--- config.mk ---
export PLATFORM = sky130hd
export DESIGN_NAME = multi_channel_deadline_timer
export DESIGN_NICKNAME = d
export VERILOG_FILES = /design/src/mcdt_pkg.sv /design/src/multi_channel_deadline_timer.sv /design/src/mcdt_channel.sv
export VERILOG_INCLUDE_DIRS = /design/src /design/src/src
export SDC_FILE = /design/constraint.sdc
export NUM_CORES = 2
export LEC_CHECK = 0
export BUFFER_PORTS_ARGS = -buffer_cell sky130_fd_sc_hd__buf_2
export CAP_MARGIN = 15
export CORE_MARGIN = 3
export CORE_UTILIZATION = 40
export DETAILED_ROUTE_END_ITERATION = 10
export REMOVE_ABC_BUFFERS = 1
export SLEW_MARGIN = 0
export SYNTH_ARGS = -nofsm -noshare
export SYNTH_HDL_FRONTEND = slang
export SYNTH_SLANG_ARGS = --single-unit
--- constraint.sdc ---
create_clock -name clock -period 7.3 [get_ports clock]
set_clock_uncertainty 0.15 [all_clocks]
set_input_delay 1.46 -clock clock [delete_from_list [all_inputs] [get_ports clock]]
set_output_delay 1.46 -clock clock [all_outputs]
set_load 0.05 [all_outputs]
--- src/multi_channel_deadline_timer_assert.svh ---
// ----------------------------------------------------------------------------
// multi_channel_deadline_timer assertion macros
// concurrent assertion helpers, compiled out for synthesis
// ----------------------------------------------------------------------------
`ifndef MULTI_CHANNEL_DEADLINE_TIMER_ASSERT_SVH
`define MULTI_CHANNEL_DEADLINE_TIMER_ASSERT_SVH

`ifndef SYNTHESIS

// same-cycle implication
`define MCDT_ASSERT_IMPLY(label, clk, rst, ante, cons) \
   label: assert property (@(posedge clk) disable iff (rst) (ante) |-> (cons)) \
      else $error("assertion failed");

// next-cycle implication
`define MCDT_ASSERT_NEXT(label, clk, rst, ante, cons) \
   label: assert property (@(posedge clk) disable iff (rst) (ante) |=> (cons)) \
      else $error("assertion failed");

`else

`define MCDT_ASSERT_IMPLY(label, clk, rst, ante, cons)
`define MCDT_ASSERT_NEXT(label, clk, rst, ante, cons)

`endif

`endif

--- src/mcdt_pkg.sv ---
// ----------------------------------------------------------------------------
// mcdt_pkg
// shared types and constants of the multi-channel deadline timer
// ----------------------------------------------------------------------------
package mcdt_pkg;

   localparam int TICKS_W    = 56;
   localparam int WRAP_W     = 32;
   localparam int PRESCALE_W = 12;
   localparam int MASK_W     = 4;
   localparam int CHAN_W     = 2;
   localparam int KIND_W     = 2;
   localparam int CSR_ADDR_W = 3;
   localparam int CSR_DATA_W = 32;

   localparam logic [KIND_W-1:0] KIND_TICK  = 2'd0;
   localparam logic [KIND_W-1:0] KIND_START = 2'd1;
   localparam logic [KIND_W-1:0] KIND_STOP  = 2'd2;

   // register index, taken from paddr[2]
   localparam logic CSR_PRESCALE = 1'b0;

   localparam logic [TICKS_W-1:0] MIN_TICKS = 56'd2;

   typedef struct packed {
      logic [KIND_W-1:0]  kind;
      logic [CHAN_W-1:0]  channel;
      logic               repeat_req;
      logic [TICKS_W-1:0] interval;
   } req_item_type;

   typedef struct packed {
      logic [MASK_W-1:0] fired_mask;
      logic [MASK_W-1:0] active_mask;
      logic              rejected;
   } rsp_item_type;

   typedef struct packed {
      logic enable;
      logic advance;
      logic wrap;
      logic start;
      logic stop;
      logic fire_now;
      logic periodic;
   } chan_ctl_type;

   typedef struct packed {
      logic fired;
      logic active;
      logic active_next;
   } chan_sts_type;

endpackage

--- src/multi_channel_deadline_timer.sv ---
// ----------------------------------------------------------------------------
// multi_channel_deadline_timer
// timer channels on one prescaled counter that runs while any channel is active, one result per beat
// ----------------------------------------------------------------------------
// usage:
//   req channel: one beat per tick, start or stop command. kind selects the
//   command; channel applies to start and stop, repeat_req and interval to start.
//   rsp channel: exactly one beat per request beat, in order, carrying the
//   channels that fired, the channels still running and a reject flag.
//   psel/penable/pwrite/paddr/pwdata: prescale divider at address 0, to be
//   written only while no request is in flight; the block does not enforce it.
// timing:
//   a request beat is captured in the input register, then the whole counter
//   advance, compare and rearm for all channels is done combinationally into
//   the result register, which drives rsp_valid. one beat is taken every cycle
//   unless rsp_stall holds a full result register; the rearm adder per channel
//   sets the critical path.
// reset: counter, prescaler, divider and channel flags cleared, no beat held.
// stall: while rsp_stall holds a full result register, a waiting request
//   beat stays in the input register and req_stall rises; nothing is lost.
// ----------------------------------------------------------------------------
`include "multi_channel_deadline_timer_assert.svh"

module multi_channel_deadline_timer #(
   parameter int CHANNELS     = 4,
   parameter int COUNTER_BITS = 24
) (
   input  logic                            clock,
   input  logic                            reset,
   input  logic                            req_valid,
   output logic                            req_stall,
   input  mcdt_pkg::req_item_type          req_item,
   output logic                            rsp_valid,
   input  logic                            rsp_stall,
   output mcdt_pkg::rsp_item_type          rsp_item,
   input  logic                            psel,
   input  logic                            penable,
   input  logic                            pwrite,
   input  logic [mcdt_pkg::CSR_ADDR_W-1:0] paddr,
   input  logic [mcdt_pkg::CSR_DATA_W-1:0] pwdata,
   output logic [mcdt_pkg::CSR_DATA_W-1:0] prdata,
   output logic                            pready
);
   import mcdt_pkg::*;

   localparam int ADDRESSABLE = 2 ** CHAN_W;

   logic [PRESCALE_W-1:0]   div_ff;
   logic [PRESCALE_W-1:0]   pre_ff, pre_in;
   logic [COUNTER_BITS-1:0] counter_ff, counter_in;
   logic                    running_ff, running_in;

   logic                    in_valid_ff;
   req_item_type            in_item_ff;
   logic                    out_valid_ff;
   rsp_item_type            out_item_ff, out_item_in;

   logic                    go;
   logic                    is_tick, is_start, is_stop;
   logic                    advance;
   logic [COUNTER_BITS-1:0] count_next;
   logic [COUNTER_BITS-1:0] arm_base;
   logic                    ticks_zero;
   logic [TICKS_W-1:0]      start_ticks;
   logic                    start_arm_any;
   logic                    reject;

   logic [CHANNELS-1:0]     chan_hit;
   logic [CHANNELS-1:0]     fired_vec;
   logic [CHANNELS-1:0]     active_vec;
   logic [CHANNELS-1:0]     active_next_vec;
   chan_ctl_type            ctl [CHANNELS];
   chan_sts_type            sts [CHANNELS];

   // ---------------- configuration port ----------------
   assign pready = 1'b1;

   always_ff @(posedge clock) begin
      if (reset) begin
         div_ff <= '0;
      end else if (psel && penable && pwrite && (paddr[2] == CSR_PRESCALE)) begin
         div_ff <= pwdata[PRESCALE_W-1:0];
      end
   end

   assign prdata = (paddr[2] == CSR_PRESCALE) ? CSR_DATA_W'(div_ff) : '0;

   // ---------------- handshake ----------------
   assign go        = in_valid_ff && !(out_valid_ff && rsp_stall);
   assign req_stall = in_valid_ff && out_valid_ff && rsp_stall;

   always_ff @(posedge clock) begin
      if (reset) begin
         in_valid_ff  <= 1'b0;
         out_valid_ff <= 1'b0;
      end else begin
         if (!req_stall) begin
            in_valid_ff <= req_valid;
         end
         if (go) begin
            out_valid_ff <= 1'b1;
         end else if (!rsp_stall) begin
            out_valid_ff <= 1'b0;
         end
      end
   end

   always_ff @(posedge clock) begin
      if (req_valid && !req_stall) begin
         in_item_ff <= req_item;
      end
      if (go) begin
         out_item_ff <= out_item_in;
      end
   end

   assign rsp_valid = out_valid_ff;
   assign rsp_item  = out_item_ff;

   // ---------------- decode ----------------
   assign is_tick  = (in_item_ff.kind == KIND_TICK);
   assign is_start = (in_item_ff.kind == KIND_START);
   assign is_stop  = (in_item_ff.kind == KIND_STOP);

   assign ticks_zero  = (in_item_ff.interval == '0);
   assign start_ticks = (in_item_ff.interval < MIN_TICKS) ? MIN_TICKS : in_item_ff.interval;

   assign advance    = is_tick && running_ff && (pre_ff >= div_ff);
   assign count_next = counter_ff + 1'b1;
   // start arms from the current count, periodic rearm from the advanced one
   assign arm_base   = is_tick ? count_next : counter_ff;

   assign start_arm_any = is_start && (|chan_hit) && !ticks_zero;
   assign reject        = is_start && (|chan_hit) && ticks_zero && in_item_ff.repeat_req;

   // ---------------- channels ----------------
   for (genvar i = 0; i < CHANNELS; i++) begin : g_chan
      assign chan_hit[i] = (i < ADDRESSABLE) && (in_item_ff.channel == CHAN_W'(i));

      assign ctl[i].enable   = go;
      assign ctl[i].advance  = advance;
      assign ctl[i].wrap     = (count_next == '0);
      assign ctl[i].start    = chan_hit[i] && is_start && !ticks_zero;
      assign ctl[i].stop     = chan_hit[i] && (is_stop ||
                               (is_start && ticks_zero && !in_item_ff.repeat_req));
      assign ctl[i].fire_now = chan_hit[i] && is_start && ticks_zero &&
                               !in_item_ff.repeat_req;
      assign ctl[i].periodic = in_item_ff.repeat_req;

      mcdt_channel #(
         .COUNTER_BITS (COUNTER_BITS)
      ) u_chan (
         .clock       (clock),
         .reset       (reset),
         .ctl         (ctl[i]),
         .count_next  (count_next),
         .arm_base    (arm_base),
         .start_ticks (start_ticks),
         .sts         (sts[i])
      );

      assign fired_vec[i]       = sts[i].fired;
      assign active_vec[i]      = sts[i].active;
      assign active_next_vec[i] = sts[i].active_next;
   end

   // ---------------- counter and prescaler ----------------
   always_comb begin
      pre_in     = pre_ff;
      counter_in = counter_ff;
      running_in = running_ff;
      if (go) begin
         running_in = |active_next_vec;
         if (is_tick && running_ff) begin
            if (advance) begin
               pre_in     = '0;
               counter_in = count_next;
            end else begin
               pre_in = pre_ff + 1'b1;
            end
         end else if (start_arm_any && !running_ff) begin
            pre_in = '0;
         end
      end
   end

   always_ff @(posedge clock) begin
      if (reset) begin
         pre_ff     <= '0;
         counter_ff <= '0;
         running_ff <= 1'b0;
      end else begin
         pre_ff     <= pre_in;
         counter_ff <= counter_in;
         running_ff <= running_in;
      end
   end

   // ---------------- result ----------------
   for (genvar m = 0; m < MASK_W; m++) begin : g_mask
      if (m < CHANNELS) begin : g_live
         assign out_item_in.fired_mask[m]  = fired_vec[m];
         assign out_item_in.active_mask[m] = active_next_vec[m];
      end else begin : g_none
         assign out_item_in.fired_mask[m]  = 1'b0;
         assign out_item_in.active_mask[m] = 1'b0;
      end
   end
   assign out_item_in.rejected = reject;

   `MCDT_ASSERT_IMPLY(a_running_tracks_active, clock, reset, 1'b1,
      running_ff == (|active_vec))
   `MCDT_ASSERT_NEXT(a_counter_holds_idle, clock, reset, !running_ff,
      counter_ff == $past(counter_ff))
   `MCDT_ASSERT_IMPLY(a_reject_fires_none, clock, reset, rsp_valid && rsp_item.rejected,
      rsp_item.fired_mask == '0)
   `MCDT_ASSERT_IMPLY(a_stall_only_full, clock, reset, req_stall,
      out_valid_ff && in_valid_ff)

endmodule

--- src/mcdt_channel.sv ---
// ----------------------------------------------------------------------------
// mcdt_channel
// state and update logic of one timer channel: compare, wrap count, rearm
// ----------------------------------------------------------------------------
`include "multi_channel_deadline_timer_assert.svh"

module mcdt_channel #(
   parameter int COUNTER_BITS = 24
) (
   input  logic                        clock,
   input  logic                        reset,
   input  mcdt_pkg::chan_ctl_type      ctl,
   input  logic [COUNTER_BITS-1:0]     count_next,
   input  logic [COUNTER_BITS-1:0]     arm_base,
   input  logic [mcdt_pkg::TICKS_W-1:0] start_ticks,
   output mcdt_pkg::chan_sts_type      sts
);
   import mcdt_pkg::*;

   localparam int SUM_W = TICKS_W + 1;

   logic [COUNTER_BITS-1:0] cmp_ff, cmp_in;
   logic [WRAP_W-1:0]       ovf_ff, ovf_in;
   logic                    armed_ff, armed_in;
   logic                    active_ff, active_in;
   logic                    periodic_ff, periodic_in;
   logic [TICKS_W-1:0]      period_ff, period_in;

   logic                    dec;
   logic [WRAP_W-1:0]       ovf_mid;
   logic                    armed_mid;
   logic                    hit;
   logic [TICKS_W-1:0]      arm_ticks;
   logic [SUM_W-1:0]        sum;
   logic [SUM_W-1:0]        wraps_full;
   logic [WRAP_W-1:0]       wraps;

   // wrap first counts down, then the compare may match in the same advance
   assign dec       = ctl.advance && ctl.wrap && active_ff && (ovf_ff != '0);
   assign ovf_mid   = dec ? ovf_ff - 1'b1 : ovf_ff;
   assign armed_mid = armed_ff || (dec && (ovf_mid == '0));
   assign hit       = ctl.advance && active_ff && armed_mid && (count_next == cmp_ff);

   assign arm_ticks  = ctl.start ? start_ticks : period_ff;
   assign sum        = SUM_W'(arm_base) + SUM_W'(arm_ticks);
   assign wraps_full = sum >> COUNTER_BITS;
   assign wraps      = (|wraps_full[SUM_W-1:WRAP_W]) ? '1 : wraps_full[WRAP_W-1:0];

   always_comb begin
      cmp_in      = cmp_ff;
      ovf_in      = ovf_ff;
      armed_in    = armed_ff;
      active_in   = active_ff;
      periodic_in = periodic_ff;
      period_in   = period_ff;
      if (ctl.enable) begin
         priority if (ctl.stop) begin
            active_in   = 1'b0;
            periodic_in = 1'b0;
            armed_in    = 1'b0;
            ovf_in      = '0;
         end else if (ctl.start) begin
            periodic_in = ctl.periodic;
            period_in   = start_ticks;
            active_in   = 1'b1;
            cmp_in      = sum[COUNTER_BITS-1:0];
            ovf_in      = wraps;
            armed_in    = (wraps == '0);
         end else if (hit && periodic_ff) begin
            cmp_in   = sum[COUNTER_BITS-1:0];
            ovf_in   = wraps;
            armed_in = (wraps == '0);
         end else if (hit) begin
            active_in   = 1'b0;
            periodic_in = 1'b0;
            armed_in    = 1'b0;
            ovf_in      = '0;
         end else begin
            ovf_in   = ovf_mid;
            armed_in = armed_mid;
         end
      end
   end

   always_ff @(posedge clock) begin
      if (reset) begin
         ovf_ff      <= '0;
         armed_ff    <= 1'b0;
         active_ff   <= 1'b0;
         periodic_ff <= 1'b0;
      end else begin
         ovf_ff      <= ovf_in;
         armed_ff    <= armed_in;
         active_ff   <= active_in;
         periodic_ff <= periodic_in;
      end
   end

   always_ff @(posedge clock) begin
      cmp_ff    <= cmp_in;
      period_ff <= period_in;
   end

   assign sts.fired       = ctl.enable && (hit || ctl.fire_now);
   assign sts.active      = active_ff;
   assign sts.active_next = active_in;

   `MCDT_ASSERT_IMPLY(a_armed_needs_active, clock, reset, armed_ff, active_ff)
   `MCDT_ASSERT_IMPLY(a_periodic_needs_active, clock, reset, periodic_ff, active_ff)
   `MCDT_ASSERT_NEXT(a_stop_clears, clock, reset, ctl.enable && ctl.stop,
      !active_ff && !armed_ff && (ovf_ff == '0))

endmodule

-- After elaboration in Yosys (flattened, before gate mapping)
Index checks and enable logic that the tools add are counted.
- input port bits: 103
- memory bits (read-only): 0
- output and inout bits: 44
- bits in registers: 581
- RAM bits: 0
- memories kept: 0
- logic and storage cells: 289
- bits in latches: 0
- shift-type cells: 0
- add/sub/neg operators: 10
- reductions and logical operators: 125
- multiplexer cells: 96
- divide/modulo/power cells: 0
- $mul: 0
- eq/ne operators: 14
- order comparisons: 2
- bitwise logic cells: 5
- operator list (cell ; number):
    32-bit two-way mux ; 24
    56-bit two-way mux ; 5
    32-bit zero test ; 8
    24-bit by 56-bit adder with 57-bit output ; 4
    24-bit two-way mux ; 9
    32-bit nonzero test ; 4
    32-bit by 1-bit subtractor with 32-bit output (second input constant) ; 4
    24-bit equality test ; 4
    1-bit logical AND ; 70
    56-bit zero test ; 1
    56-bit by 2-bit less-than comparator with 1-bit output (second input constant) ; 1
    1-bit two-way mux ; 54
    12-bit two-way mux ; 4
    3-bit AND reduction ; 9
    24-bit by 1-bit adder with 24-bit output (second input constant) ; 1
    24-bit zero test ; 1
    12-bit by 1-bit adder with 12-bit output (second input constant) ; 1
    12-bit >= comparator ; 1
    3-bit nonzero test ; 4
    2-bit AND reduction ; 5
    2-bit nonzero test ; 5
    1-bit logical OR ; 9
    4-bit OR reduction ; 2
    2-bit equality test (second input constant) ; 3
    other kinds (7) ; 19

-- Longest topological paths before layout
- word-level depth: 18
- depth in mapped cells: 29

-- Cells and area by module
From an unflattened synthesis, not the netlist that was laid out.
- cells, all modules: 4740
- area, all modules: 42405.7 um^2
- modules (own cells, without submodules) (module ; sequential area each (um^2) ; cells an instance ; times used ; area an instance (um^2)):
    mcdt_channel (g_chan[0].u_chan ...) ; 3103.0 ; 1034 ; 3 ; 9112.5
    mcdt_channel (g_chan[3].u_chan) ; 3103.0 ; 968 ; 1 ; 8620.8
    multi_channel_deadline_timer ; 3123.0 ; 670 ; 1 ; 6447.4

-- Least setup slack after synthesis
Ideal clock, no wire load.
- path kind: flip-flop to flip-flop
- from: register in_item_ff[31] in the netlist's numbering
- to: register g_chan[0].u_chan.armed_ff
- buffers on the path: 8
- cell stages (with the launch flop): 29
- path slack: 0.111 ns
- arrival time: 6.948 ns
- period minus slack after synthesis: 7.189 ns
- cell sequence: edfxtp_1 clkbuf_1 or4_1 nor3_1 nand4_1 nand3_2 buf_2 buf_2 buf_1 buf_2 clkbuf_1 clkbuf_1 nand2_1 nand2_1 ha_1 a21o_1 a21oi_1 o21ai_0 a22o_1 a221oi_1 o31ai_1 a41o_1 clkbuf_1 and4_1 or3_1 or4_1 nor4_1 a21oi_1 a311oi_1
- word-level cells in the longest chain between the ends: 10
- elaborated cells on any way between the ends: 16
- those cells by class: add/sub: 1; order compare: 1; mux: 6; reduce/logical: 8
- ends and longest elaborated chain (what ; RTL line ; text):
    start, declared ; multi_channel_deadline_timer.sv:54 ; req_item_type in_item_ff;
    start signal, assigned ; multi_channel_deadline_timer.sv:110 ; in_item_ff <= req_item;
    parallel branches: the longest is 3 deep, another holds 56-bit by 2-bit less-than comparator with 1-bit output ; n/a ;
    56-bit two-way mux (*) ; mcdt_channel.sv:44 ; assign arm_ticks = ctl.start ? start_ticks : period_ff;
    net g_chan[0].u_chan.arm_ticks[4] ; mcdt_channel.sv:33 ; logic [TICKS_W-1:0] arm_ticks;
    24-bit by 56-bit adder with 57-bit output (*) ; mcdt_channel.sv:45 ; assign sum = SUM_W'(arm_base) + SUM_W'(arm_ticks);
    32-bit two-way mux (*) ; mcdt_channel.sv:47 ; assign wraps = (|wraps_full[SUM_W-1:WRAP_W]) ? '1 : wraps_full[WRAP_W-1:0];
    32-bit zero test (*) ; mcdt_channel.sv:68, mcdt_channel.sv:72 ;
    1-bit two-way mux ; mcdt_channel.sv:69 ; end else if (hit && periodic_ff) begin
    1-bit two-way mux (*) ; mcdt_channel.sv:62 ; end else if (ctl.start) begin
    1-bit two-way mux (*) ; mcdt_channel.sv:57 ; priority if (ctl.stop) begin
    end signal, assigned ; mcdt_channel.sv:93 ; armed_ff <= armed_in;
    end, declared ; mcdt_channel.sv:24 ; logic armed_ff, armed_in;
Mark *: on every way through the listed nets, which the timed path passes.
A chain may end at the register's enable or synchronous reset.

-- Worst setup path after layout
- from: register in_item_ff[4] in the netlist's numbering
- to: register g_chan[0].u_chan.armed_ff
- word-level cells in the longest chain between the ends: 10
- elaborated cells on any way between the ends: 16
- those cells by class: add/sub: 1; order compare: 1; mux: 6; reduce/logical: 8
- ends and longest elaborated chain (what ; RTL line):
    parallel branches: the longest is 9 deep, another holds 24-bit by 56-bit adder with 57-bit output ; n/a
    1-bit two-way mux (*) ; mcdt_channel.sv:57
Every way passes the cells marked *.

==> impl_metrics.toml <==
[setup_path]
crit_chain = "or4_1 -> nor3_1 -> nand4_1 -> and3_2 -> mux2i_1 -> fa_1 -> nor2b_1 -> o21ai_0 -> o21ai_0 -> a22o_1 -> a221oi_1 -> o31ai_1 -> a41oi_1 -> buf_4 -> or4b_2 -> a21oi_1 -> nand4_1 -> nor4_1 -> a21oi_1 -> a311oi_1"
kind_of_start_point_of_the_critical_path = "flip-flop"
cp.required_ps = 7710
cp_slowest_cell = "sky130_fd_sc_hd__or4b_2"
cp.arrival_ps = 7460
cpPeakStageDelay_ps = 710
criticalPathCategory = "flip-flop to flip-flop"
critical_path_peak_fanout = 14
setup.worst_path.end_class = "flip-flop"

[timing]
finalWorstSetupSlack_ps = 255.0
worst_slew_pin_slew_ps = 1250
relSlewSlack_pct = 16.01
setup_repair_after_global_routing_missed_its_margin = "false"
timing.setup.tns_ps = 0
hold_violations = 0
report.final.slew_viol_count = 0
final-setup-viol-count = 0
post-route-period-util_pct = 96.51
min_period_ps = 7045
peak_clock_frequency_supported_by_timing_mhz = 141.9

[detailed_routing]
antenna_left = 0
route.detailed.drc = 0
route.vias.total = 37620
routed_wire_length_per_instance_microns = 23.77
routed_via_density = 6.026
detail_route.iter0.violations = 4111
drt_wl_total_microns = 148400
drtPass1Iterations = 8

[yosys]
post_synth_num_cell_types = 109
seq_area_frac_synth_pct = 38.45
synthCells = 4749
syn-cell-area_sq_um = 40410
number_of_enable_flip_flop_cells_after_synthesis = 390
syn-mean-instance-area_sq_um = 8.509
synthesis.yosys.warnings = 0
ys_ff_latch = 581
async_set_or_reset_register_ratio_after_synthesis_pct = 0
postSynth.topFlopCell = "sky130_fd_sc_hd__edfxtp_1"

[layout]
fillers = 9736
layout-drive-gt1-share_pct = 10.86
layout.cells.non_filler = 6243
fin_area_sq_um = 45700
area.growth.synth_to_final_pct = 13.09
layout_commonest_cell = "sky130_fd_sc_hd__nand2_1"
antenna-diode-count = 0
mostFrequentLayoutCells = "sky130_fd_sc_hd__nand2_1, sky130_fd_sc_hd__edfxtp_1, sky130_fd_sc_hd__nor2_1"
postLayoutCoreUtil_pct = 46.03
design.final.nets = 5125

[cts]
htreeDepth = 3
cts_tree = "done"
cts_made_buffers = 74
post-cts-setup-buffer-count = 0
clk_pin_slew_ps = 60
clock_path_buffers = 3
clock-sinks = 581
insertion_delay_ps = 660
clock-root-buffer = "sky130_fd_sc_hd__clkbuf_16"

[floorplanning]
die-width_microns = 323.8
design.die.area_sq_um = 104900
effective_utilization_at_floorplan_pct = 40.70
coreArea_sq_um = 99280
rows = 115
die_height_microns = 323.8
io_pins = 147

[grt]
grt-ovfl-total = 0
grt_first_pass_wirelength_microns = 221800
first_global_vias = 35080
grt.total_usage_pct = 27.75
grt_start_max_net_pins = 68
antenna_found_initial = 2

[placement]
numPortBuffers = 103
post-dp-hpwl_microns = 113900
placed_cell_area_sq_um = 43210
dp.cells = 6110
place.gp.congestion = 0.9902
preCtsSetupSlack_ps = 264.0

[power]
vdd.ir_drop.worst_mv = 0.2068
pwr_density_cell_nw_per_um2 = 185.8
total_leakage_power_nw = 17.99

[worst_hold_path]
min_path_type = "flip-flop to flip-flop"

[job]
cap_viol_max_count = 0

[outcome]
outcome = "finished clean"
[state kept, by name (all words and copies together) (netlist names), 4 cells and up]
name,cells
g_chan.u_chan.ovf_ff,128
g_chan.u_chan.armed_ff,4
rsp_item,9
div_ff,12
in_item_ff,60
g_chan.u_chan.period_ff,224
pre_ff,12
counter_ff,24
g_chan.u_chan.active_ff,4
g_chan.u_chan.cmp_ff,96
g_chan.u_chan.periodic_ff,4
[report_power, final]
group / switching, W / total [W] / leakage, nW / internal (W)
Clock: 0.00158 / 0.00381 / 1.19 / 0.00222
Sequential: 0.0000761 / 0.00371 / 5.18 / 0.00363
Combinational: 0.000682 / 0.000973 / 11.6 / 0.000291
[final cells by class]
type / count / area [sq um] / area share, %
timing repair buffer: 315 / 2163 / 4.734
clock buffer: 86 / 1918 / 4.197
sequential: 581 / 15530 / 33.99
tap: 1287 / 1610 / 3.524
inverter: 167 / 626.9 / 1.372
clock inverter: 47 / 558.0 / 1.221
multi-input combinational: 3760 / 23290 / 50.96
[what timing repair did]
item | 4_1_cts | 5_1_grt
gates resized for setup | 0 | 2
hold buffers | 0 | 0
setup endpoints to repair | 0 | 2
[synth_stat cells, types with 143 or more instances]
cell type,instances,area (sq um)
sky130_fd_sc_hd__nand2_1,849,3187
sky130_fd_sc_hd__edfxtp_1,390,11710
sky130_fd_sc_hd__nor2_1,342,1284
sky130_fd_sc_hd__xnor2_1,261,2286
sky130_fd_sc_hd__a21oi_1,228,1141
sky130_fd_sc_hd__o21ai_0,203,1016
sky130_fd_sc_hd__dfxtp_1,191,3824
sky130_fd_sc_hd__inv_1,162,608.1
sky130_fd_sc_hd__clkbuf_1,160,600.6
sky130_fd_sc_hd__nor3_1,154,770.7
sky130_fd_sc_hd__nand3_1,145,725.7
sky130_fd_sc_hd__xor2_1,143,1252
[stage by stage]
step	hold slack, ps	power, W
after global routing	321.7	0.008753
after detailed placement	296.5	0.004722
final	304.2	0.008491
after floorplan	280.3	0.004333
after global placement	293.0	0.004717
after CTS	304.4	0.008537
[final timing paths]
kind	startpoint	to	slack, ps	cells after the start
max	in_item_ff[4]	g_chan[0].u_chan.armed_ff	250	20
min	div_ff[5]	div_ff[5]	300	2
max reg2reg	in_item_ff[4]	g_chan[0].u_chan.armed_ff	250	20
min reg2reg	div_ff[5]	div_ff[5]	300	2
[critical path, delay by kind of cell (launching register included)]
kind	cells	cell delay [ps]
and+or+nand+nor	8	2890
AOI/OAI and AO/OA	9	2390
DFF	1	540
adders and majority gates	1	490
buffers and inverters	1	250
muxes	1	210
[logic make-up after synthesis]
kind of cell	count (synthesis)	synth area share (%)
and+or+nand+nor	2136	25.63
AOI/OAI and AO/OA	946	15.26
DFF	581	38.45
buffers and inverters	427	4.409
xor gates and xnor gates	413	9.296
adders and majority gates	123	3.883
muxes	121	3.065
other	2	0.01859
[routing by layer]
layer | global-route usage, % | routed length [microns] | up-vias
li1 | - | - | 17560
met1 | 39.61 | 65110 | 18070
met2 | 42.29 | 63750 | 1716
met3 | 4.935 | 14130 | 277
met4 | 9.518 | 5429 | 0
met5 | 0 | 0 | -
Power figures use the tool's default switching activity.
